File: src/rtl/nbc_pkg.sv
// ----------------------------------------------------------------------------
// Negative base converter package
// Widths, character constants and small helper functions.
// ----------------------------------------------------------------------------
package nbc_pkg;

  // Field widths
  localparam int VALUE_WIDTH = 32;
  localparam int RADIX_WIDTH = 7;
  localparam int CHAR_WIDTH  = 7;
  localparam int BASE_WIDTH  = 6;
  localparam int MAX_DIGITS  = 33;

  // Digit store and divider step counter
  localparam int ADDR_W = $clog2(MAX_DIGITS);
  localparam int STEP_W = $clog2(VALUE_WIDTH);
  localparam logic [STEP_W-1:0] STEP_LAST = STEP_W'(VALUE_WIDTH - 1);

  // Base limits
  localparam logic [BASE_WIDTH-1:0] BASE_MIN = BASE_WIDTH'(2);
  localparam logic [BASE_WIDTH-1:0] BASE_MAX = BASE_WIDTH'(36);

  // ASCII offsets: '0' + m, and 'A' - 10 + m
  localparam logic [CHAR_WIDTH-1:0] CHAR_ZERO  = CHAR_WIDTH'(48);
  localparam logic [CHAR_WIDTH-1:0] CHAR_ALPHA = CHAR_WIDTH'(55);
  localparam logic [BASE_WIDTH-1:0] DEC_LIMIT  = BASE_WIDTH'(10);

  // Configuration register addresses
  localparam logic [0:0] ADDR_RADIX = 1'b0;

  // Positive base from the radix register, clamped to 2..36
  function automatic logic [BASE_WIDTH-1:0] radix_base(input logic signed [RADIX_WIDTH-1:0] r);
    logic [BASE_WIDTH-1:0] b;
    if (r > -2) begin
      b = BASE_MIN;
    end else if (r < -36) begin
      b = BASE_MAX;
    end else begin
      b = BASE_WIDTH'(-r);
    end
    return b;
  endfunction

  // Digit value to ASCII character
  function automatic logic [CHAR_WIDTH-1:0] digit_to_char(input logic [BASE_WIDTH-1:0] m);
    logic [CHAR_WIDTH-1:0] c;
    if (m < DEC_LIMIT) begin
      c = CHAR_ZERO + CHAR_WIDTH'(m);
    end else begin
      c = CHAR_ALPHA + CHAR_WIDTH'(m);
    end
    return c;
  endfunction

endpackage

File: src/rtl/nbc_ram.sv
// ----------------------------------------------------------------------------
// Generic single-port-write RAM
// One write port and one read port, read data registered.
// ----------------------------------------------------------------------------
module nbc_ram #(
  parameter int WIDTH = 8,
  parameter int DEPTH = 16
) (
  input  logic                     clk_i,
  input  logic                     we_i,
  input  logic [$clog2(DEPTH)-1:0] waddr_i,
  input  logic [WIDTH-1:0]         wdata_i,
  input  logic                     re_i,
  input  logic [$clog2(DEPTH)-1:0] raddr_i,
  output logic [WIDTH-1:0]         rdata_o
);

  logic [WIDTH-1:0] mem_q [DEPTH];
  logic [WIDTH-1:0] rdata_q;

  // Write port
  always_ff @(posedge clk_i) begin
    if (we_i) begin
      mem_q[waddr_i] <= wdata_i;
    end
  end

  // Registered read port
  always_ff @(posedge clk_i) begin
    if (re_i) begin
      rdata_q <= mem_q[raddr_i];
    end
  end

  assign rdata_o = rdata_q;

endmodule

File: src/rtl/negative_base_converter_unit.sv
// ----------------------------------------------------------------------------
// Negative base converter unit
// Converts a signed integer to digits of a negative radix (-2 .. -36),
// emitted as ASCII characters, most significant first, with a last flag.
// ----------------------------------------------------------------------------
//
//   channel  | signals                          | transfer when
//   ---------+----------------------------------+-------------------------
//   input    | value_i                          | in_valid_i & !in_stall_o
//   output   | digit_char_o, last_digit_o       | out_valid_o & !out_stall_i
//   config   | psel/penable/pwrite/paddr/pwdata | psel & penable & pwrite
//
// Each digit of an item takes 32 steps of the shared one-bit restoring
// divider plus one digit write; the digits are then read back from the digit
// RAM one at a time (read, load, send states) and presented, plus stall time.
// Only one item is in flight; in_stall_o is high from accept to last digit.
// Reset sets the radix register to -2 and the sequencer to idle.
// ----------------------------------------------------------------------------
module negative_base_converter_unit
  import nbc_pkg::*;
(
  input  logic                   clk_i,
  input  logic                   rst_ni,
  // Input channel
  input  logic                   in_valid_i,
  output logic                   in_stall_o,
  input  logic [VALUE_WIDTH-1:0] value_i,
  // Output channel
  output logic                   out_valid_o,
  input  logic                   out_stall_i,
  output logic [CHAR_WIDTH-1:0]  digit_char_o,
  output logic                   last_digit_o,
  // Configuration port
  input  logic                   psel,
  input  logic                   penable,
  input  logic                   pwrite,
  input  logic [0:0]             paddr,
  input  logic [31:0]            pwdata,
  output logic [31:0]            prdata,
  output logic                   pready
);

  // Sequencer states
  localparam logic [2:0] S_IDLE = 3'd0;
  localparam logic [2:0] S_DIV  = 3'd1;
  localparam logic [2:0] S_FIX  = 3'd2;
  localparam logic [2:0] S_READ = 3'd3;
  localparam logic [2:0] S_LOAD = 3'd4;
  localparam logic [2:0] S_SEND = 3'd5;

  logic [2:0]             state_q, state_d;
  logic [STEP_W-1:0]      step_q, step_d;
  logic [ADDR_W-1:0]      cnt_q, cnt_d;
  logic [ADDR_W-1:0]      idx_q, idx_d;
  logic [RADIX_WIDTH-1:0] radix_q;

  logic [VALUE_WIDTH-1:0] quo_q, quo_d;
  logic [BASE_WIDTH-1:0]  prem_q, prem_d;
  logic                   neg_q, neg_d;
  logic [CHAR_WIDTH-1:0]  char_q, char_d;
  logic                   last_q, last_d;

  logic [BASE_WIDTH-1:0]  base;
  logic [BASE_WIDTH:0]    shifted;
  logic [BASE_WIDTH:0]    diff;
  logic                   ge;
  logic [BASE_WIDTH-1:0]  rem;
  logic [VALUE_WIDTH-1:0] mag_next;
  logic [VALUE_WIDTH-1:0] in_mag;

  logic                   ram_we;
  logic                   ram_re;
  logic [CHAR_WIDTH-1:0]  ram_rdata;

  // Configuration register
  always_ff @(posedge clk_i or negedge rst_ni) begin
    if (!rst_ni) begin
      radix_q <= RADIX_WIDTH'(-2);
    end else if (psel && penable && pwrite && (paddr == ADDR_RADIX)) begin
      radix_q <= pwdata[RADIX_WIDTH-1:0];
    end
  end

  assign prdata = (paddr == ADDR_RADIX) ? 32'(radix_q) : 32'd0;
  assign pready = 1'b1;

  assign base = radix_base(radix_q);

  // Shared divider step: one quotient bit per cycle
  assign shifted = {prem_q, quo_q[VALUE_WIDTH-1]};
  assign diff    = shifted - {1'b0, base};
  assign ge      = (shifted >= {1'b0, base});

  // Digit and next magnitude from the finished unsigned division
  always_comb begin
    if (neg_q && (prem_q != '0)) begin
      rem      = base - prem_q;
      mag_next = quo_q + VALUE_WIDTH'(1);
    end else begin
      rem      = prem_q;
      mag_next = quo_q;
    end
  end

  assign in_mag = value_i[VALUE_WIDTH-1] ? (~value_i + VALUE_WIDTH'(1)) : value_i;

  // Sequencer
  always_comb begin
    state_d = state_q;
    step_d  = step_q;
    cnt_d   = cnt_q;
    idx_d   = idx_q;
    quo_d   = quo_q;
    prem_d  = prem_q;
    neg_d   = neg_q;
    char_d  = char_q;
    last_d  = last_q;
    ram_we  = 1'b0;
    ram_re  = 1'b0;
    case (state_q)
      S_IDLE: begin
        if (in_valid_i) begin
          quo_d   = in_mag;
          neg_d   = value_i[VALUE_WIDTH-1];
          prem_d  = '0;
          step_d  = '0;
          cnt_d   = '0;
          state_d = S_DIV;
        end
      end
      S_DIV: begin
        prem_d = ge ? diff[BASE_WIDTH-1:0] : shifted[BASE_WIDTH-1:0];
        quo_d  = {quo_q[VALUE_WIDTH-2:0], ge};
        step_d = step_q + STEP_W'(1);
        if (step_q == STEP_LAST) begin
          state_d = S_FIX;
        end
      end
      S_FIX: begin
        ram_we = 1'b1;
        quo_d  = mag_next;
        prem_d = '0;
        step_d = '0;
        neg_d  = !neg_q;
        if ((mag_next == '0) || (cnt_q == ADDR_W'(MAX_DIGITS - 1))) begin
          idx_d   = cnt_q;
          state_d = S_READ;
        end else begin
          cnt_d   = cnt_q + ADDR_W'(1);
          state_d = S_DIV;
        end
      end
      S_READ: begin
        ram_re  = 1'b1;
        state_d = S_LOAD;
      end
      S_LOAD: begin
        char_d  = ram_rdata;
        last_d  = (idx_q == '0);
        state_d = S_SEND;
      end
      S_SEND: begin
        if (!out_stall_i) begin
          if (idx_q == '0) begin
            state_d = S_IDLE;
          end else begin
            idx_d   = idx_q - ADDR_W'(1);
            state_d = S_READ;
          end
        end
      end
      default: begin
        state_d = S_IDLE;
      end
    endcase
  end

  // Control registers
  always_ff @(posedge clk_i or negedge rst_ni) begin
    if (!rst_ni) begin
      state_q <= S_IDLE;
      step_q  <= '0;
      cnt_q   <= '0;
      idx_q   <= '0;
    end else begin
      state_q <= state_d;
      step_q  <= step_d;
      cnt_q   <= cnt_d;
      idx_q   <= idx_d;
    end
  end

  // Datapath registers
  always_ff @(posedge clk_i) begin
    quo_q  <= quo_d;
    prem_q <= prem_d;
    neg_q  <= neg_d;
    char_q <= char_d;
    last_q <= last_d;
  end

  // Digit store, written least significant first, read back in reverse
  nbc_ram #(
    .WIDTH (CHAR_WIDTH),
    .DEPTH (MAX_DIGITS)
  ) u_digit_ram (
    .clk_i   (clk_i),
    .we_i    (ram_we),
    .waddr_i (cnt_q),
    .wdata_i (digit_to_char(rem)),
    .re_i    (ram_re),
    .raddr_i (idx_q),
    .rdata_o (ram_rdata)
  );

  assign in_stall_o   = (state_q != S_IDLE);
  assign out_valid_o  = (state_q == S_SEND);
  assign digit_char_o = char_q;
  assign last_digit_o = last_q;

endmodule

File: config.mk
export PLATFORM = sky130hd
export DESIGN_NAME = negative_base_converter_unit
export DESIGN_NICKNAME = d
export VERILOG_FILES = /design/src/rtl/nbc_pkg.sv /design/src/rtl/nbc_ram.sv /design/src/rtl/negative_base_converter_unit.sv
export SDC_FILE = /design/constraint.sdc
export NUM_CORES = 1
export LEC_CHECK = 0
export BUFFER_PORTS_ARGS = -buffer_cell sky130_fd_sc_hd__clkbuf_2
export CORE_ASPECT_RATIO = 0.5
export CORE_MARGIN = 2
export CORE_UTILIZATION = 34
export DETAILED_ROUTE_END_ITERATION = 7
export GPL_ROUTABILITY_DRIVEN = 0
export MAX_ROUTING_LAYER = met4
export SKIP_CTS_REPAIR_TIMING = 1
export SYNTH_ARGS = -nofsm -noshare
export SYNTH_HDL_FRONTEND = slang
export SYNTH_SLANG_ARGS = --single-unit
File: constraint.sdc
create_clock -name clk_i -period 14.68 [get_ports clk_i]
set_clock_uncertainty 0.05 [all_clocks]
set_input_delay 3.67 -clock clk_i [delete_from_list [all_inputs] [get_ports clk_i]]
set_output_delay 3.67 -clock clk_i [all_outputs]
set_load 0.01 [all_outputs]
==> out/results.ini, run 1 <==
[outcome]
run_status = completed

[logic_synthesis]
synth.lib_cells_used.distinct = 77
synth.yosys.warnings = 0
synthesis.instances = 1160
synth-edff-count = 285
synth.ff_latch_count = 312
synth_ff_type = edfxtp_1
ys_seq_area_share_pct = 58.8
async_flop_share_pct = 8.65
syn-cell-area_sq_um = 15700
syn-mean-instance-area_sq_um = 13.5

[global_routing]
grt_pass1_vias = 9682
grt_antenna_before_repair = 0
grt_max_degree = 60
grt_pass1_wl_um = 55500
globalRouteOverflowTotal = 0
grt_usage_pct = 15.1

[route]
firstDrtPassIters = 5
drc = 0
route.detailed.wl_per_inst_um = 19.5
routed-via-count = 9774
vias_per_cell = 5.35
drtAntennaViolNets = 0
totalWireLength_um = 35700
initialDrtViolationCount = 851

[clocking]
cts.root.buffer_cell = clkbuf_16
worst_skew_pair.late_latency_ns = 0.58
cts_max_path_buffers = 3
worst_setup_hold_path_clk_slew_ns = 0.06
tritoncts_clock_tree = yes
numCtsBuffers = 31
clock_tree.htree_level_count = 1
clkSinkCount = 312

[flow_run]
drv.max_cap_violation_count = 0

[layout]
layout.cells.most_common_list = edfxtp_1 (285), nor2_1 (87), nand2_1 (82)
antennaDiodeCount = 0
drive_above_1_share_pct = 19.0
finalNetCount = 1305
areaGrowthSynthToFinish_pct = 12.4
final_core_utilization_pct = 38.9
layout.cells.most_common = edfxtp_1

[worst_setup_path]
timing.critical_path.arrival_ns = 4.10
timing.critical_path.from_type = primary input
cp_max_fo = 8
critPathCaptureType = output pin
worst-setup-path-type = in2out
worst_ep_required_time_ns = 10.96

[sta]
post-route-period-util_pct = 53.2
worst_slew_pin_slew_ns = 1.11
final.hold.worst_slack_ns = 0.370
timing.final.crit_period_ns = 7.82
timing.max_slew.rel_slack_pct = 26.2
rsz0062_at_grt = false
timing.final.hold_violations = 0
max_freq_mhz = 128
finalMaxSlewViolations = 0
tns_ns = 0
setup_viol = 0

[place]
port_buffers = 63
dpl.hpwl_um = 24200

[floorplan]
dieWidth_um = 308
initial_core_util_pct = 34.6
die_height_um = 156
core_area_sq_um = 45400
io-pin-count = 115
die_area_sq_um = 48100
placementRows = 55

[power_and_ir_drop]
power.static_leakage_nw = 6.08
design_power_total_w = 0.00331
peakVddDrop_mv = 0.205
ratio_of_total_power_to_cell_area_nw_per_um2 = 188

[min_path]
hold_path_class = reg2reg

## logic make-up after synthesis
logic type               synth area share (%)
buffers and inverters                    3.69
flip-flops                               58.8
adder cells (fa/ha/maj)                  2.25
other                                  0.0478
multiplexers                             11.7
XOR/XNOR                                 3.96
AND/OR/NAND/NOR                          10.5
AO/OA/AOI/OAI                            9.00
## power breakdown
part	total (W)	leakage, nW	switching [W]	internal [W]
sequential	0.00153	2.87	0.0000951	0.00144
clock	0.000833	0.517	0.000341	0.000492
combinational	0.000948	2.69	0.000661	0.000287
total	0.00331	6.08	0.00110	0.00222
## final timing paths
check	startpoint	to	slack (ns)	depth (start not counted)
max	paddr	prdata[5]	6.86	3
min	u_digit_ram.rdata_o[0]$_DFFE_PP_	digit_char_o[0]$_DFFE_PP_	0.37	0
max reg2reg	radix_q[2]$_DFFE_PN1P_	u_digit_ram.mem_q[6][2]$_DFFE_PP_	9.72	17
min reg2reg	u_digit_ram.rdata_o[0]$_DFFE_PP_	digit_char_o[0]$_DFFE_PP_	0.37	0
max in group asynchronous	rst_ni	idx_q[1]$_DFFE_PN0P_	10.92	1
min in group asynchronous	rst_ni	radix_q[0]$_DFFE_PN0P_	3.09	1
## flip-flops by register name, summed over array words and instances (netlist names)
signal,count
u_digit_ram.mem_q,231
neg_q,1
quo_q,32
cnt_q,6
radix_q,7
step_q,5
u_digit_ram.rdata_o,7
last_digit_o,1
state_q,3
digit_char_o,7
idx_q,6
prem_q,6
## cell type report
class                   instances  area, sq um
fillers                      4176        27800
flip-flops and latches        312         9250
multi-input cells             748         6040
clock buffers                  36          795
well taps                     598          748
repair buffers                 78          428
clock inverters                21          267
inverters                      35          131
## metal layers
layer  up-vias  GRT usage [%]  wire (um)
met5         -              -          0
met4         0           2.90        558
met3        51           2.73       2270
met2       313           24.3      16600
met1      4902           20.3      16200
li1       4508              -          -
## Yosys cell counts (6+ instances only)
cell type / count / area (sq um)
a21oi_1: 36 / 180
o21ai_0: 52 / 260
nor3_1: 17 / 85.1
clkbuf_1: 44 / 165
mux4_2: 70 / 1580
nand3_1: 21 / 105
mux2i_1: 19 / 190
nor2b_1: 14 / 87.6
and2_1: 10 / 62.6
dfrtp_1: 21 / 526
buf_1: 10 / 37.5
inv_1: 35 / 131
buf_4: 28 / 210
nand2_1: 82 / 308
nor4_1: 15 / 93.8
a22oi_1: 10 / 75.1
dfstp_2: 6 / 158
nand2b_1: 7 / 43.8
buf_2: 7 / 35.0
xnor2_1: 28 / 245
nor2_1: 87 / 327
edfxtp_1: 285 / 8560
and4_1: 6 / 52.6
and3_1: 15 / 93.8
o21a_1: 6 / 45.0
xor2_1: 43 / 377
a21o_1: 6 / 45.0
or3_1: 11 / 68.8
or4_1: 10 / 75.1
o221ai_1: 8 / 70.1
ha_1: 25 / 313
mux2_2: 7 / 78.8
o211ai_1: 19 / 143
nand4_1: 8 / 50.1
o31ai_1: 13 / 97.6
## metrics by stage
stage               setup WS, ns  cell area, sq um  cells
CTS                         6.86             17700   1828
finish                      6.86             17700   1828
floorplan                   7.11             15800   1184
detailed placement          6.86             16600   1771
global route                6.80             17700   1828
global placement            6.89             16600   1771
## worst max-delay path: stages
cell,delay (ns)
clkbuf_2,0.14
nor2b_1,0.14
clkbuf_2,0.15
No activity file was read; power rests on OpenSTA's default activity.
==> run 2: changes to the inputs <==
- ABC_AREA: unset -> 1
- clock period: 14.68 -> 8.2 ns (I/O delays scaled with it)
==> run 2 against run 1 <==
  * Critical path depth grew 18
  * Cell area grew 1.2%
  * Worst setup slack lost 3.2 ns
  * Sequential power grew 100%
  * Register-to-register slack lost 6.1 ns
  * Clock power grew 68%
  * Synthesized area grew 1.6%
  * Non-clock buffer count grew 6
  * Power grew 130%
  * Final cell count grew 30%
  * Critical path type is now reg2reg
  * Largest power group is now combinational logic
==> out/results.ini, run 2 <==
[logic_synthesis]
synth.lib_cells_used.distinct = 53
synthesis.instances = 1673
synth_top_area_share_pct = 53.6
synth_top_cell_by_area = edfxtp_1
synth.ff_latch_count = 312
synth.most_common_cell = edfxtp_1
ys_seq_area_share_pct = 57.9
synth-edff-count = 285
post_synth_main_area_contributors = edfxtp_1 (54%), nand2_1 (6.5%), nor2_1 (6.3%)
syn-cell-area_sq_um = 16000
async_flop_share_pct = 8.65
commonest_cells_in_the_synthesized_netlist = edfxtp_1 (285), nand2_1 (275), nor2_1 (268)
synth.yosys.warnings = 0
synth_ff_type = edfxtp_1
syn-mean-instance-area_sq_um = 9.55

[worst_setup_path]
delay_heaviest_family_cp = compound AO/OA/AOI/OAI gates
worst-setup-path-type = reg2reg
worst_ep_required_time_ns = 8.47
critical_path.cell_chain = inv_1 > ha_1 > nor4_1 > nor2_1 > inv_1 > o21ai_0 > inv_1 > fa_1 > a21oi_1 > nor2_1 > nor2_1 > xor2_1 > nand2_1 > o21a_1 > inv_1 > ha_1 > a31oi_1 > nand2_1 > nand2_1 > xor2_2 > buf_4
critical-path-slowest-cell = fa_1
cpMostUsedCell = inv_1
timing.critical_path.from_type = flip-flop
cp_max_fo = 33
critical_path_buf_inv_count = 5
reg2regPathDepth = 21
cp_slowest_stage_delay_ns = 0.46
critPathCaptureType = flip-flop
r2r-end = u_digit_ram.mem_q[5][3]$_DFFE_PP_
timing.critical_path.arrival_ns = 4.82
reg2reg_setup_slack_ns = 3.65
worstReg2RegStart = radix_q[0]$_DFFE_PN0P_

[sta]
tns_ns = 0
rsz0062_at_grt = false
post-route-period-util_pct = 55.5
timing.final.crit_period_ns = 4.55
timing.final.hold_violations = 0
max_freq_mhz = 220
timing.max_slew.rel_slack_pct = 28.3
worst_slew_pin_slew_ns = 1.06
setup_viol = 0
finalMaxSlewViolations = 0

[power_and_ir_drop]
ratio_of_total_power_to_cell_area_nw_per_um2 = 432
power.static_leakage_nw = 6.75
peakVddDrop_mv = 0.527
design_power_total_w = 0.00771

[layout]
antennaDiodeCount = 0
largestRegisters = u_digit_ram.mem_q x231, quo_q x32
final_core_utilization_pct = 38.3
drive_above_1_share_pct = 9.68
fillers = 4581
layout.cells.most_common = edfxtp_1
largest_reg_flops = 231
multiInputGateArea_sq_um = 5790
layout.cells.most_common_list = edfxtp_1 (285), nand2_1 (275), nor2_1 (268)
areaGrowthSynthToFinish_pct = 11.9
finalNetCount = 1814
regArea_sq_um = 9250
registers.top_by_ff_count = u_digit_ram.mem_q

[clocking]
tritoncts_clock_tree = yes
clkSinkCount = 312
numCtsBuffers = 30
clock_tree.htree_level_count = 1
cts.root.buffer_cell = clkbuf_16
cts_max_path_buffers = 3
worst_skew_pair.late_latency_ns = 0.59
worst_setup_hold_path_clk_slew_ns = 0.06

[floorplan]
die_height_um = 157
io-pin-count = 115
initial_core_util_pct = 34.3
placementRows = 56
dieWidth_um = 311
die_area_sq_um = 48800
core_area_sq_um = 46600

[global_routing]
grt_max_degree = 90
globalRouteOverflowTotal = 0
grt_use_met2_pct = 27.2
globalRouteMet3Util_pct = 2.56
grt_pass1_wl_um = 61900
busiest_layer = met2
grt_pass1_vias = 11100
grt_usage_pct = 16.6
grt_antenna_before_repair = 0
use_met1_pct = 22.1

[route]
initialDrtViolationCount = 982
drtAntennaViolNets = 0
routed-via-count = 11900
drc = 0
route.detailed.wl_per_inst_um = 16.8
vias_per_cell = 5.02
firstDrtPassIters = 5
totalWireLength_um = 39900

[min_path]
min-delay-start = u_digit_ram.rdata_o[2]$_DFFE_PP_
hold_path_class = reg2reg
whs_path_depth = 0
hold_end = digit_char_o[2]$_DFFE_PP_

[place]
dpl.hpwl_um = 25900
port_buffers = 63

[flow_run]
drv.max_cap_violation_count = 0

[outcome]
run_status = completed

## run 2: metrics by stage
step / instances / hold WS, ns / area [sq um] / worst slack, ns
2_1_floorplan: 1697 / 0.350 / 16100 / 3.38
3_3_place_gp: 2321 / 0.353 / 16900 / 3.62
3_5_place_dp: 2321 / 0.358 / 16900 / 3.64
4_1_cts: 2373 / 0.373 / 17900 / 3.61
5_1_grt: 2373 / 0.375 / 17900 / 3.18
6_report: 2373 / 0.370 / 17900 / 3.65
## run 2: worst max path at each step
| stage | cells past startpoint | end | slack (ns) | from |
|---|---|---|---|---|
| final | 21 | u_digit_ram.mem_q[5][3]$_DFFE_PP_ | 3.65 | radix_q[0]$_DFFE_PN0P_ |
| after global routing | 22 | u_digit_ram.mem_q[6][3]$_DFFE_PP_ | 3.18 | radix_q[0]$_DFFE_PN0P_ |
| after CTS | 21 | u_digit_ram.mem_q[6][3]$_DFFE_PP_ | 3.61 | radix_q[0]$_DFFE_PN0P_ |
| after detailed placement | 21 | u_digit_ram.mem_q[18][3]$_DFFE_PP_ | 3.64 | radix_q[0]$_DFFE_PN0P_ |
| after global placement | 21 | u_digit_ram.mem_q[18][3]$_DFFE_PP_ | 3.62 | radix_q[0]$_DFFE_PN0P_ |
| after floorplan | 19 | u_digit_ram.mem_q[0][5]$_DFFE_PP_ | 3.38 | radix_q[1]$_DFFE_PN1P_ |
## run 2: final cells by class
type	instances	share of cell area (%)
Clock buffer	35	4.31
Clock inverter	17	1.16
Inverter	155	3.26
Multi-Input combinational cell	1132	32.4
Sequential cell	312	51.7
Tap cell	638	4.47
Timing Repair Buffer	84	2.65
## run 2: logic make-up (layout without fill, tap and decap cells)
family | count (synthesis) | count (layout) | share of synthesized area (%)
flops | 312 | 312 | 57.9
compound gates | 353 | 353 | 13.1
fa+ha+maj | 27 | 27 | 2.21
other cells | 2 | 26 | 0.0470
buf+inv | 253 | 291 | 6.78
simple gates | 696 | 696 | 18.3
xor+xnor | 30 | 30 | 1.64
## run 2: worst register-to-register path, cell delays in order (launching register included)
cell and delay, ns:
dfrtp_1 0.36, inv_1 0.17, ha_1 0.18, nor4_1 0.05, nor2_1 0.16, inv_1 0.10, o21ai_0 0.43, inv_1 0.16
fa_1 0.46, a21oi_1 0.15, nor2_1 0.05, nor2_1 0.11, xor2_1 0.08, nand2_1 0.06, o21a_1 0.22, inv_1 0.08
ha_1 0.20, a31oi_1 0.25, nand2_1 0.27, nand2_1 0.18, xor2_2 0.13, buf_4 0.39
## run 2: report_power, final
group	switching, W	leakage (nW)	internal [W]	total (W)
registers	0.000203	2.95	0.00290	0.00311
clock network	0.000604	0.471	0.000795	0.00140
logic	0.00238	3.33	0.000827	0.00320
## run 2: per-layer routing
| layer | vias up | wire length (um) |
|---|---|---|
| met5 | - | 0 |
| met1 | 5643 | 18400 |
| li1 | 5873 | - |
| met4 | 0 | 578 |
| met2 | 340 | 18600 |
| met3 | 45 | 2320 |
